[src/rtl/tfs_pkg.sv]
`timescale 1ns / 1ps
// ----------------------------------------------------------------------------
// tfs_pkg
// shared types and codes of the timestamped feature store
// ----------------------------------------------------------------------------
package tfs_pkg;

  localparam int FeatW  = 32;
  localparam int ValW   = 64;
  localparam int StampW = 64;
  localparam int CfgIdxW = 8;

  typedef enum logic [0:0] {
    CMD_SET = 1'b0,
    CMD_GET = 1'b1
  } cmd_t;

  typedef enum logic [1:0] {
    ST_OK        = 2'd0,
    ST_NO_SLOT   = 2'd1,
    ST_NOT_FOUND = 2'd2
  } status_t;

  typedef enum logic [CfgIdxW-1:0] {
    REG_DEFAULT_ENABLE = 8'd0,
    REG_DEFAULT_VALUE  = 8'd1
  } reg_idx_t;

  typedef enum logic [1:0] {
    S_IDLE,
    S_SCAN,
    S_OUT
  } state_t;

  typedef struct packed {
    cmd_t              cmd;
    logic [FeatW-1:0]  feature;
    logic [ValW-1:0]   value;
    logic [StampW-1:0] timestep;
  } in_item_t;

  typedef struct packed {
    logic [ValW-1:0] read_value;
    logic            used_default;
    status_t         status;
  } out_item_t;

  // search query held for the whole scan
  typedef struct packed {
    cmd_t              cmd;
    logic [FeatW-1:0]  feature;
    logic [StampW-1:0] timestep;
  } query_t;

  // running best handed from cell to cell
  typedef struct packed {
    logic              active;
    logic              have;
    logic [StampW-1:0] key;
    logic [ValW-1:0]   val;
  } carry_t;

  // slot write
  typedef struct packed {
    logic              en;
    logic [FeatW-1:0]  feature;
    logic [ValW-1:0]   value;
    logic [StampW-1:0] stamp;
  } slot_wr_t;

endpackage

[src/rtl/tfs_cell.sv]
`timescale 1ns / 1ps
// ----------------------------------------------------------------------------
// tfs_cell
// one store slot plus one stage of the search chain
// ----------------------------------------------------------------------------
module tfs_cell #(
  parameter int IDX = 0,
  parameter int IW  = 4,
  parameter int CW  = 5
) (
  input  logic            clk,
  input  logic            rst,
  input  tfs_pkg::query_t q,
  input  logic [CW-1:0]   count,
  input  tfs_pkg::slot_wr_t wr,
  input  logic [IW-1:0]   wr_idx,
  input  tfs_pkg::carry_t carry_in,
  input  logic [IW-1:0]   idx_in,
  output tfs_pkg::carry_t carry_out,
  output logic [IW-1:0]   idx_out
);
  import tfs_pkg::*;

  logic [FeatW-1:0]  feat;
  logic [ValW-1:0]   val;
  logic [StampW-1:0] stamp;

  logic              live;
  logic              hit;
  logic              better;
  logic [StampW-1:0] key_new;
  carry_t            carry_next;
  logic [IW-1:0]     idx_next;

  assign live = count > CW'(IDX);

  always_comb begin
    key_new = q.timestep - stamp;
    hit     = 1'b0;
    better  = 1'b0;
    case (q.cmd)
      CMD_SET: begin
        key_new = stamp;
        hit     = live && (feat == q.feature);
        better  = !carry_in.have || (stamp < carry_in.key);
      end
      CMD_GET: begin
        hit    = live && (feat == q.feature) && (stamp < q.timestep);
        better = !carry_in.have || (key_new < carry_in.key);
      end
      default: begin
        hit = 1'b0;
      end
    endcase
    carry_next = carry_in;
    idx_next   = idx_in;
    if (carry_in.active && hit && better) begin
      carry_next.have = 1'b1;
      carry_next.key  = key_new;
      carry_next.val  = val;
      idx_next        = IW'(IDX);
    end
  end

  always_ff @(posedge clk) begin
    if (wr.en && (wr_idx == IW'(IDX))) begin
      feat  <= wr.feature;
      val   <= wr.value;
      stamp <= wr.stamp;
    end
  end

  always_ff @(posedge clk) begin
    if (rst) begin
      carry_out.active <= 1'b0;
    end else begin
      carry_out.active <= carry_next.active;
    end
    carry_out.have <= carry_next.have;
    carry_out.key  <= carry_next.key;
    carry_out.val  <= carry_next.val;
    idx_out        <= idx_next;
  end

endmodule

[config.mk]
export PLATFORM = sky130hd
export DESIGN_NAME = tfs_cell
export DESIGN_NICKNAME = d
export VERILOG_FILES = /design/src/rtl/tfs_pkg.sv /design/src/rtl/tfs_cell.sv
export SDC_FILE = /design/constraint.sdc
export NUM_CORES = 1
export LEC_CHECK = 0
export ABC_AREA = 1
export BUFFER_PORTS_ARGS = -buffer_cell sky130_fd_sc_hd__buf_4
export CORE_AREA = 2 2 206 208
export CTS_BUF_LIST = sky130_fd_sc_hd__clkbuf_4
export CTS_CLUSTER_SIZE = 10
export DETAILED_ROUTE_END_ITERATION = 12
export DIE_AREA = 0 0 208 210
export PLACE_DENSITY = 0.74
export REMOVE_ABC_BUFFERS = 1
export SLEW_MARGIN = 25
export SYNTH_ARGS = -nofsm -noshare
export SYNTH_HDL_FRONTEND = slang
export SYNTH_SLANG_ARGS = --single-unit
export TNS_END_PERCENT = 5
[constraint.sdc]
create_clock -name clk -period 16.1 [get_ports clk]
set_input_delay 2.415 -clock clk [delete_from_list [all_inputs] [get_ports clk]]
set_output_delay 2.415 -clock clk [all_outputs]
set_load 0.02 [all_outputs]
==> out/results.ini <==
[worst_setup_path]
cp-start-kind=input port
endpoint=carry_out[29]
crit_start=q[3]
crit_slowest_cell=buf_4
crit_type=in -> reg
cp.required_ns=16.80
cp_max_fo=83
reg2reg_setup_slack_ns=10.29
r2r_end=carry_out[29]
critPathTopFamily=simple AND/OR/NAND/NOR gates
r2r_cells=28
crit_top_cell=nand2_1
slowest_delay_ns=0.84
worst_r2r_startpoint=stamp[3]
cp.depth=28
crit_buf_inv=3
arrival_ns=7.79
cp-end-kind=register

[global_routing]
grt_pass1_vias=20454
grt_max_degree=161
grt_usage_pct=34.12
grt_pass1_wl_um=114900
antenna_found_initial=11
grt-ovfl-total=0

[route]
routed_wirelength_um=75650
drtPass1Iterations=8
via_count=20470
ant_nets=0
first_iter_violations=1563
viasPerCell=5.018
wl_per_cell_um=18.55
drc=0

[power_and_ir_drop]
p_sw_mw=0.6133
pwr-share-comb_pct=22.8
power.internal_mw=1.379
p_clk_share_pct=35.7
p_per_area_nw_per_um2=77.60
seqPwrFrac_pct=41.5
swShare_pct=30.79
ir_drop_mv=0.1066
p_leak_nw=14.29
finalPower_mw=1.992

[floorplan]
fp.dieW_um=208
io_pins=537
start_util_pct=48.46
core-area_um2=41480
std_cell_rows=75
dieArea_um2=43680
die_h_um=210

[sta]
period_needed_ns=7.088
skew_ns=0.06805
slew_headroom_pct=33.79
fmax_mhz=141.1
final-hold-violation-count=0
worstMarginPinSlew_ns=0.9932
slew_viol_final=0
tns_ns=0
whs_ns=0.4478
rsz0062_at_grt=no
finalSetupViolCount=0
finalCritPeriodShare_pct=44.02

[clocking]
cts_tree=done
cts_hold_buf=0
post-cts-setup-buffers=0
cts_root_buffer=clkbuf_4
post_cts_resized=0
clk_latency_ns=0.82
cts_sinks=294
clockBufferDepth=3
path_clk_slew_ns=0.07
ctsHtreeMaxLevel=3
cts_inserted_buffers=79

[layout]
nets=4056
drive_gt1_share_pct=19.74
syn_to_final_growth_pct=27.74
design_area_um2=25670
fin_cells=4079

[yosys]
synthTopCellsByCount=nand2_1 (1,101), inv_1 (541), nand3_1 (223), ha_1 (190), edfxtp_1 (160)
netlist.area_leader.share_pct=23.91
ys.flop_type=edfxtp_1
yosys_warnings=0
yosys-top-cells-area=edfxtp_1 (24%), nand2_1 (21%), dfxtp_1 (13%), ha_1 (12%), inv_1 (10%)
synth_area_um2=20100
syn_area_per_cell_um2=6.950
synth-seq-cells=294
seq_area_frac_synth_pct=37.25
async_reset_ff_share_pct=0
yosysUniqueCellTypes=38
synth_top_cell_by_area=edfxtp_1
syn_inst=2892
synth-edff-count=160
yosysMostFrequentCell=nand2_1

[placement]
dp.cells=3919
gp_congestion=1.037
hpwl_um=61250
place_area_um2=24540
portBuffers=536

[job]
maxCapViolations=0

[worst_hold_path]
min_from=val[24]
hp-class=reg -> reg

[status]
status=completed

## layout by cell type (no fill, tap or decap), types with 6 or more instances in the layout
cell	synthesis	layout
a21oi_1	103	103
and2_1	39	39
buf_4	13	543
clkbuf_4	0	127
clkinv_1	1	11
dfxtp_1	134	134
diode_2	0	14
edfxtp_1	160	160
ha_1	190	190
inv_1	541	541
nand2_1	1101	1101
nand3_1	223	222
nand3b_1	6	6
nand4_1	17	17
nor2_1	143	143
nor3_1	27	26
o21ai_0	65	65
xnor2_1	6	6
xor2_1	38	38
## power by group through the flow
stage / registers (mW) / clock network, mW / logic (mW)
floorplan: 0.865 / 0 / 0.222
global placement: 0.842 / 0 / 0.441
detailed placement: 0.842 / 0 / 0.449
CTS: 0.826 / 0.727 / 0.451
global route: 0.828 / 0.764 / 0.504
finish: 0.826 / 0.712 / 0.454
## area by class of cell
class | instances | area, um^2
diodes | 14 | 35.03
clock buffers | 127 | 953.4
inverters | 544 | 2042
multi-input cells | 1998 | 10240
flip-flops and latches | 294 | 7487
fillers | 3868 | 15800
well taps | 539 | 674.4
clock inverters | 18 | 118.9
repair buffers | 545 | 4124
## worst min-delay path by stage
| stage | to | slack (ns) | cells past startpoint |
|---|---|---|---|
| floorplan | carry_out[0] | 0.45 | 2 |
| global placement | carry_out[20] | 0.46 | 2 |
| detailed placement | carry_out[28] | 0.46 | 2 |
| CTS | carry_out[24] | 0.43 | 2 |
| global route | carry_out[54] | 0.48 | 2 |
| finish | carry_out[24] | 0.45 | 2 |
## stage by stage
stage | setup slack, ns | utilization (%)
floorplan | 1.789 | -
global placement | 8.460 | 59.16
detailed placement | 8.378 | 59.16
CTS | 9.203 | 61.75
global route | 8.721 | 61.90
finish | 9.012 | 61.90
## worst reg2reg max path: cells and delay by family, from the launching register on
family,cells,cell delay [ns]
DFF,1,0.37
adders and majority gates,2,0.69
buffers and inverters,3,0.98
and+or+nand+nor,22,3.50
AOI/OAI and AO/OA,1,0.18
## flip-flops by register name (all words and copies together), names as in the netlist
register and count:
carry_out 130, stamp 64, val 64, feat 32
idx_out 4
## cells by family after synthesis
logic type | count (synthesis) | synth area share (%)
and+or+nand+nor | 1575 | 32.02
AOI/OAI and AO/OA | 188 | 4.968
DFF | 294 | 37.25
adders and majority gates | 191 | 11.93
xor gates and xnor gates | 44 | 1.917
buffers and inverters | 600 | 11.92
## metal layers
layer | global-route usage [%] | vias up | routed length [um]
li1 | - | 10211 | -
met1 | 40.52 | 9352 | 30640
met2 | 59.74 | 772 | 36930
met3 | 8.507 | 135 | 5474
met4 | 12.52 | 0 | 2604
met5 | 0 | - | 0
No activity file was read; power rests on OpenSTA's default activity.
